### src/rtl/rmc_pkg.sv
package rmc_pkg;

  localparam int unsigned TableSlotsDefault = 16;
  localparam int unsigned FrontSlotsDefault = 8;
  localparam int unsigned SizeW   = 32;
  localparam int unsigned HandleW = 48;
  localparam int unsigned CfgIdxW = 2;
  localparam int unsigned CfgDataW = 32;
  localparam int unsigned FrontShift = 12;
  localparam logic [SizeW-1:0] StackRegionBytes = 32'h0001_0000;

  localparam logic [CfgIdxW-1:0] CfgGlobalCap  = 2'd0;
  localparam logic [CfgIdxW-1:0] CfgFrontCap   = 2'd1;
  localparam logic [CfgIdxW-1:0] CfgFrontEn    = 2'd2;
  localparam logic [CfgIdxW-1:0] CfgStackEn    = 2'd3;

  localparam logic [1:0] LvlNone  = 2'd0;
  localparam logic [1:0] LvlFront = 2'd1;
  localparam logic [1:0] LvlStack = 2'd2;
  localparam logic [1:0] LvlTable = 2'd3;

  localparam logic MODE_TAKE = 1'b0;

  typedef struct packed {
    logic               mode;
    logic [SizeW-1:0]   req_size;
    logic [HandleW-1:0] handle_in;
  } req_t;

  typedef struct packed {
    logic               hit;
    logic [HandleW-1:0] handle_out;
    logic [1:0]         level;
    logic [SizeW-1:0]   held_bytes;
  } rsp_t;

  typedef struct packed {
    logic [SizeW-1:0] global_cap;
    logic [SizeW-1:0] front_cap;
    logic             front_en;
    logic             stack_en;
  } cfg_t;

  function automatic logic [SizeW-1:0] sat_sub(logic [SizeW-1:0] a, logic [SizeW-1:0] b);
    sat_sub = (a >= b) ? (a - b) : '0;
  endfunction

endpackage

### src/rtl/rmc_if.sv
interface rmc_req_if;
  logic          valid;
  logic          ready;
  rmc_pkg::req_t data;
  modport source (output valid, output data, input ready);
  modport sink   (input valid, input data, output ready);
endinterface

interface rmc_rsp_if;
  logic          valid;
  logic          ready;
  rmc_pkg::rsp_t data;
  modport source (output valid, output data, input ready);
  modport sink   (input valid, input data, output ready);
endinterface

### src/rtl/retained_mapping_cache.sv
// Retained region cache.
// Input channel req carries mode (take/put), req_size and handle_in; output
// channel rsp returns hit, handle_out, level and held_bytes, one response per
// transaction, in order. Registers are written through cfg_we_i/cfg_idx_i/
// cfg_data_i: 0 global byte cap, 1 front byte cap, 2 front enable, 3 stack enable.
// One request is handled at a time: accept, read the front store and stack
// memories, scan the slot table one slot a cycle, then update and respond.
// The slot scan, which grows with TABLE_SLOTS, sets the time from accept to
// response. A new request is accepted only once the previous response is valid.
// Reset empties all levels, zeroes the byte totals and restores the register
// defaults (64 MiB, 1 MiB, enabled, enabled). A stalled receiver holds the
// response; the next request is still accepted and scanned, then waits at its
// update step until the held response drains, and no further request is taken.
module retained_mapping_cache #(
  parameter int unsigned TABLE_SLOTS = rmc_pkg::TableSlotsDefault,
  parameter int unsigned FRONT_SLOTS = rmc_pkg::FrontSlotsDefault
) (
  input  logic                          clk_i,
  input  logic                          rst_ni,
  input  logic                          cfg_we_i,
  input  logic [rmc_pkg::CfgIdxW-1:0]   cfg_idx_i,
  input  logic [rmc_pkg::CfgDataW-1:0]  cfg_data_i,
  rmc_req_if.sink                       req,
  rmc_rsp_if.source                     rsp
);
  import rmc_pkg::*;

  cfg_t cfg;

  rmc_cfg u_cfg (
    .clk_i, .rst_ni, .cfg_we_i, .cfg_idx_i, .cfg_data_i, .cfg_o(cfg)
  );

  rmc_core #(.TableSlots(TABLE_SLOTS), .FrontSlots(FRONT_SLOTS)) u_core (
    .clk_i, .rst_ni, .cfg_i(cfg), .req(req), .rsp(rsp)
  );
endmodule

### src/rtl/rmc_cfg.sv
module rmc_cfg (
  input  logic                                   clk_i,
  input  logic                                   rst_ni,
  input  logic                                   cfg_we_i,
  input  logic [rmc_pkg::CfgIdxW-1:0]            cfg_idx_i,
  input  logic [rmc_pkg::CfgDataW-1:0]           cfg_data_i,
  output rmc_pkg::cfg_t                          cfg_o
);
  import rmc_pkg::*;

  cfg_t cfg_q;

  // Capture register writes
  always_ff @(posedge clk_i or negedge rst_ni) begin
    if (!rst_ni) begin
      cfg_q.global_cap <= 32'd67108864;
      cfg_q.front_cap  <= 32'd1048576;
      cfg_q.front_en   <= 1'b1;
      cfg_q.stack_en   <= 1'b1;
    end else if (cfg_we_i) begin
      unique case (cfg_idx_i)
        CfgGlobalCap: cfg_q.global_cap <= cfg_data_i;
        CfgFrontCap:  cfg_q.front_cap  <= cfg_data_i;
        CfgFrontEn:   cfg_q.front_en   <= cfg_data_i[0];
        CfgStackEn:   cfg_q.stack_en   <= cfg_data_i[0];
        default: ;
      endcase
    end
  end

  assign cfg_o = cfg_q;
endmodule

### src/rtl/rmc_core.sv
module rmc_core #(
  parameter int unsigned TableSlots = rmc_pkg::TableSlotsDefault,
  parameter int unsigned FrontSlots = rmc_pkg::FrontSlotsDefault
) (
  input  logic           clk_i,
  input  logic           rst_ni,
  input  rmc_pkg::cfg_t  cfg_i,
  rmc_req_if.sink        req,
  rmc_rsp_if.source      rsp
);
  import rmc_pkg::*;

  localparam int unsigned TIdxW = (TableSlots > 1) ? $clog2(TableSlots) : 1;
  localparam int unsigned FIdxW = (FrontSlots > 1) ? $clog2(FrontSlots) : 1;
  localparam int unsigned CntW  = $clog2(TableSlots + 1);

  typedef enum logic [4:0] {
    S_IDLE  = 5'b00001,
    S_READ  = 5'b00010,
    S_SCAN  = 5'b00100,
    S_DONE  = 5'b01000,
    S_OUT   = 5'b10000
  } state_e;

  // Front store and stack memories: one entry per word, registered read
  logic [HandleW+SizeW-1:0] front_mem [FrontSlots];
  logic [HandleW-1:0]       stack_mem [TableSlots];
  logic [HandleW+SizeW-1:0] front_rd_q;
  logic [HandleW-1:0]       stack_rd_q;
  // Slot table in flip-flops with valid bits; scanned one slot a cycle
  logic [HandleW-1:0]       tbl_h_q [TableSlots];
  logic [SizeW-1:0]         tbl_s_q [TableSlots];
  logic [TableSlots-1:0]    tbl_v_q;
  logic [FrontSlots-1:0]    front_v_q;

  state_e               state_q;
  req_t                 req_q;
  rsp_t                 rsp_q;
  rsp_t                 rsp_d;
  logic                 rsp_valid_q;
  logic [CntW-1:0]      stack_cnt_q;
  logic [SizeW-1:0]     global_held_q, front_held_q;
  logic [TIdxW-1:0]     scan_q;
  logic                 found_q;
  logic [TIdxW-1:0]     found_idx_q;
  logic [FIdxW-1:0]     fidx;
  logic [TIdxW-1:0]     sp_idx;

  if (FrontSlots > 1) begin : g_fi
    assign fidx = FIdxW'((req_q.req_size >> FrontShift) % FrontSlots);
  end else begin : g_fi1
    assign fidx = '0;
  end
  assign sp_idx = (req_q.mode == MODE_TAKE) ? TIdxW'(stack_cnt_q - CntW'(1))
                                            : TIdxW'(stack_cnt_q);

  // Accept a new request while the previous response still waits
  assign req.ready = (state_q == S_IDLE);
  assign rsp.valid = rsp_valid_q;
  assign rsp.data  = rsp_q;

  // Memory read ports
  always_ff @(posedge clk_i) begin
    front_rd_q <= front_mem[fidx];
    stack_rd_q <= stack_mem[sp_idx];
  end

  logic front_hit, front_free, stack_take, stack_put, put_ok, glob_ok;
  logic [SizeW-1:0] sz;
  assign sz = req_q.req_size;
  assign front_hit = cfg_i.front_en && front_v_q[fidx] && front_rd_q[SizeW-1:0] == sz;
  assign front_free = cfg_i.front_en && sz <= cfg_i.front_cap &&
                      front_held_q <= cfg_i.front_cap - sz && !front_v_q[fidx];
  assign stack_take = cfg_i.stack_en && sz == StackRegionBytes && stack_cnt_q != '0;
  assign stack_put  = cfg_i.stack_en && sz == StackRegionBytes &&
                      stack_cnt_q < CntW'(TableSlots);
  assign put_ok  = req_q.handle_in != '0 && sz != '0 && sz <= cfg_i.global_cap;
  assign glob_ok = global_held_q <= cfg_i.global_cap - sz;

  // Scan step match for one table slot
  logic scan_match;
  assign scan_match = (req_q.mode == MODE_TAKE)
                    ? (tbl_v_q[scan_q] && tbl_s_q[scan_q] == sz)
                    : !tbl_v_q[scan_q];

  // Build the response for the current request
  always_comb begin
    rsp_d = '0;
    rsp_d.held_bytes = global_held_q;
    if (req_q.mode == MODE_TAKE) begin
      if (front_hit) begin
        rsp_d.hit = 1'b1;
        rsp_d.handle_out = front_rd_q[HandleW+SizeW-1:SizeW];
        rsp_d.level = LvlFront;
      end else if (stack_take) begin
        rsp_d.hit = 1'b1;
        rsp_d.handle_out = stack_rd_q;
        rsp_d.level = LvlStack;
        rsp_d.held_bytes = sat_sub(global_held_q, sz);
      end else if (found_q) begin
        rsp_d.hit = 1'b1;
        rsp_d.handle_out = tbl_h_q[found_idx_q];
        rsp_d.level = LvlTable;
        rsp_d.held_bytes = sat_sub(global_held_q, sz);
      end
    end else if (put_ok) begin
      if (front_free) begin
        rsp_d.hit = 1'b1;
        rsp_d.level = LvlFront;
      end else if (glob_ok && (stack_put || found_q)) begin
        rsp_d.hit = 1'b1;
        rsp_d.held_bytes = global_held_q + sz;
        rsp_d.level = stack_put ? LvlStack : LvlTable;
      end
    end
  end

  always_ff @(posedge clk_i) begin
    if (state_q == S_DONE && req_q.mode != MODE_TAKE && put_ok) begin
      if (front_free) front_mem[fidx] <= {req_q.handle_in, sz};
      else if (glob_ok && stack_put) stack_mem[sp_idx] <= req_q.handle_in;
    end
    if (state_q == S_DONE && req_q.mode != MODE_TAKE && put_ok && !front_free &&
        glob_ok && !stack_put && found_q) begin
      tbl_h_q[found_idx_q] <= req_q.handle_in;
      tbl_s_q[found_idx_q] <= sz;
    end
  end

  // Sequence: latch, read memories, scan table, update and respond
  always_ff @(posedge clk_i or negedge rst_ni) begin
    if (!rst_ni) begin
      state_q <= S_IDLE;
      rsp_valid_q <= 1'b0;
      stack_cnt_q <= '0;
      global_held_q <= '0;
      front_held_q <= '0;
      tbl_v_q <= '0;
      front_v_q <= '0;
      scan_q <= '0;
      found_q <= 1'b0;
      found_idx_q <= '0;
      req_q <= '0;
      rsp_q <= '0;
    end else begin
      if (rsp_valid_q && rsp.ready) rsp_valid_q <= 1'b0;
      unique case (state_q)
        S_IDLE: if (req.valid && req.ready) begin
          req_q <= req.data;
          state_q <= S_READ;
        end
        S_READ: begin
          found_q <= 1'b0;
          scan_q <= (req_q.mode == MODE_TAKE) ? TIdxW'(TableSlots - 1) : '0;
          state_q <= S_SCAN;
        end
        S_SCAN: begin
          if (scan_match && !found_q) begin
            found_q <= 1'b1;
            found_idx_q <= scan_q;
          end
          if (req_q.mode == MODE_TAKE) begin
            if (scan_q == '0) state_q <= S_DONE;
            else scan_q <= scan_q - TIdxW'(1);
          end else begin
            if (scan_q == TIdxW'(TableSlots - 1)) state_q <= S_DONE;
            else scan_q <= scan_q + TIdxW'(1);
          end
        end
        // Hold here until the previous response has drained
        S_DONE: if (!rsp_valid_q) begin
          rsp_q <= rsp_d;
          if (req_q.mode == MODE_TAKE) begin
            if (front_hit) begin
              front_v_q[fidx] <= 1'b0;
              front_held_q <= sat_sub(front_held_q, sz);
            end else if (stack_take) begin
              stack_cnt_q <= stack_cnt_q - CntW'(1);
              global_held_q <= sat_sub(global_held_q, sz);
            end else if (found_q) begin
              tbl_v_q[found_idx_q] <= 1'b0;
              global_held_q <= sat_sub(global_held_q, sz);
            end
          end else begin
            if (put_ok) begin
              if (front_free) begin
                front_v_q[fidx] <= 1'b1;
                front_held_q <= front_held_q + sz;
              end else if (glob_ok && (stack_put || found_q)) begin
                global_held_q <= global_held_q + sz;
                if (stack_put) begin
                  stack_cnt_q <= stack_cnt_q + CntW'(1);
                end else begin
                  tbl_v_q[found_idx_q] <= 1'b1;
                end
              end
            end
          end
          state_q <= S_OUT;
        end
        S_OUT: if (!rsp_valid_q) begin
          rsp_valid_q <= 1'b1;
          state_q <= S_IDLE;
        end
        default: state_q <= S_IDLE;
      endcase
    end
  end
endmodule

### src/flat_wrapper.sv
// flat-port wrapper written by rule: the top's interface ports become plain ports
module retained_mapping_cache_flat import rmc_pkg::*;
#(
  parameter int unsigned TABLE_SLOTS = rmc_pkg::TableSlotsDefault,
  parameter int unsigned FRONT_SLOTS = rmc_pkg::FrontSlotsDefault
)
  (clk_i, rst_ni, cfg_we_i, cfg_idx_i, cfg_data_i, req_valid, req_data, req_ready, rsp_valid, rsp_data, rsp_ready);
  rmc_req_if req_i ();
  rmc_rsp_if rsp_i ();
  input  logic clk_i;
  input  logic rst_ni;
  input  logic cfg_we_i;
  input  logic [rmc_pkg::CfgIdxW-1:0] cfg_idx_i;
  input  logic [rmc_pkg::CfgDataW-1:0] cfg_data_i;
  input wire logic [$bits(req_i.valid)-1:0] req_valid;
  input wire logic [$bits(req_i.data)-1:0] req_data;
  output wire logic [$bits(req_i.ready)-1:0] req_ready;
  output wire logic [$bits(rsp_i.valid)-1:0] rsp_valid;
  output wire logic [$bits(rsp_i.data)-1:0] rsp_data;
  input wire logic [$bits(rsp_i.ready)-1:0] rsp_ready;
  assign req_i.valid = req_valid;
  assign req_i.data = req_data;
  assign req_ready = req_i.ready;
  assign rsp_valid = rsp_i.valid;
  assign rsp_data = rsp_i.data;
  assign rsp_i.ready = rsp_ready;
  retained_mapping_cache #(.TABLE_SLOTS(TABLE_SLOTS), .FRONT_SLOTS(FRONT_SLOTS)) u_core (.clk_i(clk_i), .rst_ni(rst_ni), .cfg_we_i(cfg_we_i), .cfg_idx_i(cfg_idx_i), .cfg_data_i(cfg_data_i), .req(req_i), .rsp(rsp_i));
endmodule
### config.mk
export PLATFORM = sky130hd
export DESIGN_NAME = retained_mapping_cache_flat
export DESIGN_NICKNAME = d
export VERILOG_FILES = /design/src/rtl/rmc_pkg.sv /design/src/rtl/rmc_if.sv /design/src/rtl/retained_mapping_cache.sv /design/src/rtl/rmc_cfg.sv /design/src/rtl/rmc_core.sv /design/src/flat_wrapper.sv
export SDC_FILE = /design/constraint.sdc
export NUM_CORES = 2
export LEC_CHECK = 0
export ABC_CLOCK_PERIOD_IN_PS = 11000
export BUFFER_PORTS_ARGS = -buffer_cell sky130_fd_sc_hd__buf_4
export CORE_UTILIZATION = 51
export CTS_BUF_LIST = sky130_fd_sc_hd__clkbuf_4 sky130_fd_sc_hd__clkbuf_8 sky130_fd_sc_hd__clkbuf_16
export CTS_CLUSTER_SIZE = 25
export DETAILED_ROUTE_END_ITERATION = 10
export PLACE_DENSITY = 0.75
export SLEW_MARGIN = 20
export SYNTH_ARGS = -nofsm -noshare
export SYNTH_HDL_FRONTEND = slang
export SYNTH_HIERARCHICAL = 1
export SYNTH_SLANG_ARGS = --single-unit
### constraint.sdc
create_clock -name clk_i -period 11 [get_ports clk_i]
set_input_delay 2.2 -clock clk_i [delete_from_list [all_inputs] [get_ports clk_i]]
set_output_delay 2.2 -clock clk_i [all_outputs]
set_load 0.01 [all_outputs]
Yosys cells after proc, flatten, opt, wreduce, memory -nomap -nowiden:

Memory sizes are Yosys's and may differ from the RTL's. A register that Yosys moved wholly into a read port is not among the register bits.
Cells that the tools add are included.

* register bits after elaboration: 338
* input bits: 120
* RAM bits: 2688
* memories: 4

Memory list
* u_core.u_core.stack_mem: words 16, bits a word 48, rd ports 1, clocked after Yosys merged registers in 1, wr ports 1, line rmc_core.sv:27 `logic [HandleW-1:0] stack_mem [TableSlots];`
* u_core.u_core.tbl_h_q: words 16, bits a word 48, rd ports 1, clocked after Yosys merged registers in 0, wr ports 1, line rmc_core.sv:31 `logic [HandleW-1:0] tbl_h_q [TableSlots];`
* u_core.u_core.front_mem: words 8, bits a word 80, rd ports 1, clocked after Yosys merged registers in 1, wr ports 1, line rmc_core.sv:26 `logic [HandleW+SizeW-1:0] front_mem [FrontSlots];`
* u_core.u_core.tbl_s_q: words 16, bits a word 32, rd ports 1, clocked after Yosys merged registers in 0, wr ports 1, line rmc_core.sv:32 `logic [SizeW-1:0] tbl_s_q [TableSlots];`

* add/subtract/negate cells: 10
* order comparisons: 12
* bitwise logic cells: 7
* multiplexer cells: 83
* equal/unequal tests: 28
* reductions and logical operators: 54

Operator list (number)
* $mux W32: 15
* $mux W83: 2
* $le A32 B32 Y1: 4
* $mux W16: 8
* $sub A32 B32 Y32: 4
* $mux W34: 3
* $mux W5: 13
* $add A32 B32 Y32: 2
* $eq A32 B32 Y1: 2
* $ge A32 B32 Y1: 2
* $mux W51: 1
* $mux W48: 1
* $reduce_bool A48 Y1: 1
* $eq A32 B17 Y1 const B: 1
* $mux W8: 4
* $reduce_bool A32 Y1: 1
* $pmux W5 S5: 1
* $logic_and A1 B1 Y1: 24
* $mux W1: 23
* $mux W4: 5
* $and A16 B16 Y16: 1
* $not A16 Y16: 1
* $or A16 B16 Y16: 1
* $reduce_and A2 Y1: 8
* 43 further kinds: 66

Depth between registers and ports, before layout:

* depth in word-level cells: 11
* depth in mapped cells: 28
* mapped depth without buffers: 24

Cells and area by module:

The synthesis kept the hierarchy.

By module, submodules not included
* rmc_core: instances 1, area an instance 127348.4 um2, cells each 7423
* rmc_cfg: instances 1, area an instance 2517.4 um2, cells each 142

Worst setup path before layout:

Ideal clock, no wire load.

* path kind: register to register
* from: register u_core.u_core.req_q (netlist bit u_core/u_core/sz[1])
* to: memory u_core.u_core.tbl_h_q[3][0], enable pin
* setup slack: -0.614 ns
* arrival: 10.998 ns
* period minus slack after synthesis: 11.614 ns
* cell stages (with the launch flop): 24
* data required time: 10.384 ns
* path through: dfrtp_1 > inv_1 > ha_1 > nor2b_1 > o31a_1 > o31ai_1 > a31oi_1 > a2111oi_0 > o31ai_1 > a21o_1 > a21o_1 > a21oi_1 > xor2_1 > ha_1 > nand4_1 > nor2_1 > a221o_1 > or3_1 > a2111oi_2 > nor2_1 > and3b_1 > and3_1 > nand3_1 > nor3_1

* cells in the longest elaborated chain, start to end: 11
* elaborated cells on any way between the ends: 24

RTL lines
* start, declared: line rmc_core.sv:37 `req_t req_q;`
* start signal, assigned: line rmc_core.sv:149 `req_q <= req.data;`
* $sub A32 B32 Y32 or $le A32 B32 Y1 (tied branches): line rmc_core.sv:73, rmc_core.sv:72
* $le A32 B32 Y1 or $logic_and A1 B1 Y1 (tied branches): line rmc_core.sv:73, rmc_core.sv:72
* $logic_and A1 B1 Y1: line rmc_core.sv:72 `assign front_free = cfg_i.front_en && sz <= cfg_i.front_cap &&`
* $logic_and A1 B1 Y1: line rmc_core.sv:73 `front_held_q <= cfg_i.front_cap - sz && !front_v_q[fidx];`
* $logic_not A1 Y1: line rmc_core.sv:123 `if (state_q == S_DONE && req_q.mode != MODE_TAKE && put_ok && !front_free &&`
* $logic_and A1 B1 Y1 (2 in series): line rmc_core.sv:123
* $logic_and A1 B1 Y1 (*) (2 in series): line rmc_core.sv:124 `glob_ok && !stack_put && found_q) begin`
* $mux W1 (*): line rmc_core.sv:123
* $mux W1 (implied by the code) (*): line rmc_core.sv:125 `tbl_h_q[found_idx_q] <= req_q.handle_in;`
* end, declared: line rmc_core.sv:31

Every way passes the cells marked *; elsewhere a longest branch is shown, timed or not.

Worst setup path in the final report:

* from: register u_core.u_core.req_q (netlist bit u_core/u_core/sz[2])
* to: memory u_core.u_core.stack_mem[12][4], enable pin

* cells in the longest elaborated chain, start to end: 8
* elaborated cells on any way between the ends: 21

RTL lines
* branches (longest 6 deep; another with $sub A32 B32 Y32)
* $mux W1 (*): line rmc_core.sv:119 `if (state_q == S_DONE && req_q.mode != MODE_TAKE && put_ok) begin`
* $mux W1 (implied by the code) (*): line rmc_core.sv:121 `else if (glob_ok && stack_put) stack_mem[sp_idx] <= req_q.handle_in;`
* end, declared: line rmc_core.sv:27

Every way passes the cells marked *.

==> qor.csv <==
stage,metric,value,unit
synth,synthXorXnorAreaFrac,0.01517,
die,coreArea,252300,sq um
cells_and_area,drive_gt1_frac,0.2195,
cells_and_area,layout_common_cells,"edfxtp_1, mux4_2, nand2_1, buf_4, a22oi_1",
die,die-area,256700,sq um
pwr,pwr-share-comb,0.335,
sta,skew,0.08702,ns
detailed_routing,wl_per_cell,32.15,um
clock_tree,clkTransAtPathRegs,0.06,ns
detailed_routing,avgViaCountPerCell,6.593,
synth,synthCells,7565,
placed_design,placed_area,136300,sq um
synth,yosysWarnings,6,
synth,synth_compound_area_frac,0.06609,
cells_and_area,area_growth,13.00,%
cells_and_area,register_area,91780,sq um
die,start_util,0.5147,
global_route,grt_usage,0.2863,
pwr,irDropWorstVdd,318.4,uV
synth,synth.area.top_cells,"edfxtp_1, mux4_2, dfrtp_1",
synth,ys_ff_latch,3154,
sta,worst_pin_slew,1.200,ns
cells_and_area,num-nets-final,8293,
synth,yosysTopAreaCellShare,0.6215,
global_route,overflow,0,
synth,avgSynthCellArea,17.17,sq um
sta,hold_viol,0,
cells_and_area,layout_commonest_cell,edfxtp_1,
die,die_w,506.6,um
synth,synth_top_area_cell,edfxtp_1,
clock_tree,clockBufferDepth,4,
pwr,leakage,50.40,nW
sta,relSlewSlack,0.2000,
pwr,p_sw_frac,0.3462,
sta,max_freq,100.7,MHz
clock_tree,numCtsBuffers,316,
synth,synth_area,129900,sq um
pwr,clkPwrFrac,0.271,
cells_and_area,fin_area,146700,sq um
setup_path,crit_type,register to register,
pwr,p_sw,0.01392,W
die,rows,184,
cells_and_area,stdcell_count,11500,
synth,synth.area.mux_share,0.1218,
setup_path,cp_max_fo,29,
setup_path,worst-endpoint-required,11.60,ns
detailed_routing,dr.pass1.iters,9,
placed_design,portBuffers,204,
detailed_routing,drt_wl_total,369.8,mm
sta,fin_crit,9.929,ns
setup_path,start_kind,register,
sta,rsz0062_at_grt,no,
cells_and_area,fill_cells,18120,
sta,holdWs,0.4666,ns
synth,yosys.area_share.simple,0.04791,
sta,finalMaxSlewViolations,0,
placed_design,gp_congestion,0.9577,
die,ioPinCount,205,
setup_path,critPathCaptureType,register,
clock_tree,clock_sinks,3154,
flow_run,cap_violations,0,
detailed_routing,via_count,75850,
synth,synthArstFlopShare,0.1072,
global_route,grt_pass1_vias,75460,
cells_and_area,multi_input_area,36460,sq um
clock_tree,cts_tree,built,
placed_design,dpl.hpwl,218.1,mm
synth,synthFlopType,edfxtp_1,
sta,fin_crit_sh,0.9027,
synth,synth_top_family_by_area,multiplexers,
clock_tree,cts_root_buf,clkbuf_16,
detailed_routing,antenna_left,0,
global_route,antenna_found_initial,20,
synth,synth-edff-count,2688,
die,die_height,506.6,um
pwr,p_per_area,274.0,nW/um^2
placed_design,placedCellCount,10930,
clock_tree,clk-insertion-delay-late,0.96,ns
detailed_routing,drtIter0Drc,10440,
pwr,power.internal,0.02629,W
synth,synthAdderAreaFrac,0.02623,
clock_tree,postCtsHoldBufs,0,
pwr,seqPwrFrac,0.394,
synth,syn-num-nets,7953,
clock_tree,cts_resized,0,
outcome,status,"complete, but fails checks",
sta,setup_violations,0,
synth,synth_cell_types,91,
setup_path,cp.arrival,10.53,ns
min_path,hold_class,register to register,
clock_tree,post_cts_buffers,0,
global_route,grt_max_degree,147,
global_route,grt_pass1_wl,530.4,mm
clock_tree,ctsHtreeMaxLevel,5,
synth,ys_seq_area_frac,0.7065,
outcome,violations,DRC,
detailed_routing,drc,2,
## worst paths after layout
| kind | start | endpoint | slack [ns] | depth (start not counted) |
|---|---|---|---|---|
| min in group asynchronous | rst_ni | u_core/u_core/scan_q[2]$_DFFE_PN0P_ | 1.24 | 1 |
| min reg2reg | u_core/u_core/front_mem[3][18]$_DFFE_PP_ | u_core/u_core/front_rd_q[18]$_DFF_P_ | 0.47 | 2 |
| max reg2reg | u_core/u_core/sz[2]$_DFFE_PN0P_ | u_core/u_core/stack_mem[12][4]$_DFFE_PP_ | 1.07 | 23 |
| max in group asynchronous | rst_ni | u_core/u_core/req_q[17]$_DFFE_PN0P_ | 7.99 | 2 |
| min | u_core/u_core/front_mem[3][18]$_DFFE_PP_ | u_core/u_core/front_rd_q[18]$_DFF_P_ | 0.47 | 2 |
| max | u_core/u_core/sz[2]$_DFFE_PN0P_ | u_core/u_core/stack_mem[12][4]$_DFFE_PP_ | 1.07 | 23 |
## power groups by stage
stage	Sequential, W	Combinational [W]	Clock [W]
after floorplan	0.0163	0.00799	0
after global placement	0.0160	0.0129	0
after detailed placement	0.0161	0.0131	0
after CTS	0.0158	0.0133	0.0110
after global routing	0.0159	0.0142	0.0114
final	0.0159	0.0135	0.0109
## flip-flops by register name, indices dropped and copies added (netlist names), 4 cells and up, named ones only
register	count
u_core/u_cfg/cfg_o	66
u_core/u_core/found_idx_q	4
u_core/u_core/front_held_q	32
u_core/u_core/front_mem	640
u_core/u_core/front_rd_q	80
u_core/u_core/global_held_q	32
u_core/u_core/req_q	49
u_core/u_core/rsp.data	83
u_core/u_core/scan_q	4
u_core/u_core/stack_cnt_q	5
u_core/u_core/stack_mem	768
u_core/u_core/stack_rd_q	48
u_core/u_core/state_q	5
u_core/u_core/sz	32
u_core/u_core/tbl_h_q	768
u_core/u_core/tbl_s_q	512
## stage by stage
step,worst slack (ns),util,TNS [ns],total power (W)
global placement,1.630,0.5400,0,0.02893
CTS,1.368,0.5812,0,0.04007
global route,0.8055,0.5815,0,0.04154
finish,1.071,0.5816,0,0.04022
detailed placement,1.455,0.5400,0,0.02917
floorplan,-0.3128,-,-75.08,0.02426
## per-layer routing
layer | vias up | global-route usage | share of wire | wire length (um)
met2 | 5165 | 0.4573 | 0.47 | 175300
met3 | 873 | 0.06215 | 0.11 | 41070
li1 | 30910 | - | - | -
met1 | 38890 | 0.3822 | 0.37 | 136000
met4 | 10 | 0.1202 | 0.047 | 17440
met5 | - | 0 | 0.00018 | 66
## Yosys cell counts, drive strengths merged (12+ instances only)
cell,n
o21ai,258
and2,12
xor2,45
edfxtp,2688
mux2,97
mux2i,44
xnor2,180
a31oi,22
dfrtp,333
clkbuf,290
or3,19
o21a,28
a22oi,343
nor3,70
a21oi,300
and3,24
o21bai,27
nor2b,41
o211ai,23
a21o,71
ha,261
nand2,463
o22ai,19
a211oi,61
a21boi,15
mux4,634
dfxtp,128
nor2,271
buf,99
nand4,122
nand3,118
a2111oi,13
a221oi,13
nor4,43
o31ai,20
inv,135
nand2b,76
## worst max-delay path, cell delays in order (launching register included)
cell and delay, ns:
dfrtp_1 1.05, inv_1 0.39, ha_1 0.46, o21a_1 0.20, o31a_1 0.13, o31ai_1 0.43, a31oi_1 0.26, a2111oi_0 0.93
o31ai_1 0.23, a21o_1 0.26, a21o_1 0.18, a21oi_1 0.17, xor2_1 0.18, ha_1 0.26, nand4_1 0.17, nor2_1 0.07
a221o_1 0.29, or3_1 0.44, a2111oi_2 0.54, nor2_1 0.20, nand4b_1 0.72, or3_1 0.73, nor2_4 0.84, buf_4 0.45
## cell families after synthesis
logic type / Yosys count
fa+ha+maj: 268
flops: 3154
mux: 775
simple gates: 1310
buf+inv: 527
compound gates: 1306
xor+xnor: 225
## area by class of cell
| type | instances | area share |
|---|---|---|
| well taps | 3348 | 0.02855 |
| clock buffers | 420 | 0.06088 |
| inverters | 138 | 0.003547 |
| multi-input cells | 3884 | 0.2485 |
| diodes | 9 | 0.0001535 |
| clock inverters | 140 | 0.009882 |
| flip-flops and latches | 3154 | 0.6254 |
| repair buffers | 411 | 0.02309 |
Power figures use the tool's default switching activity.
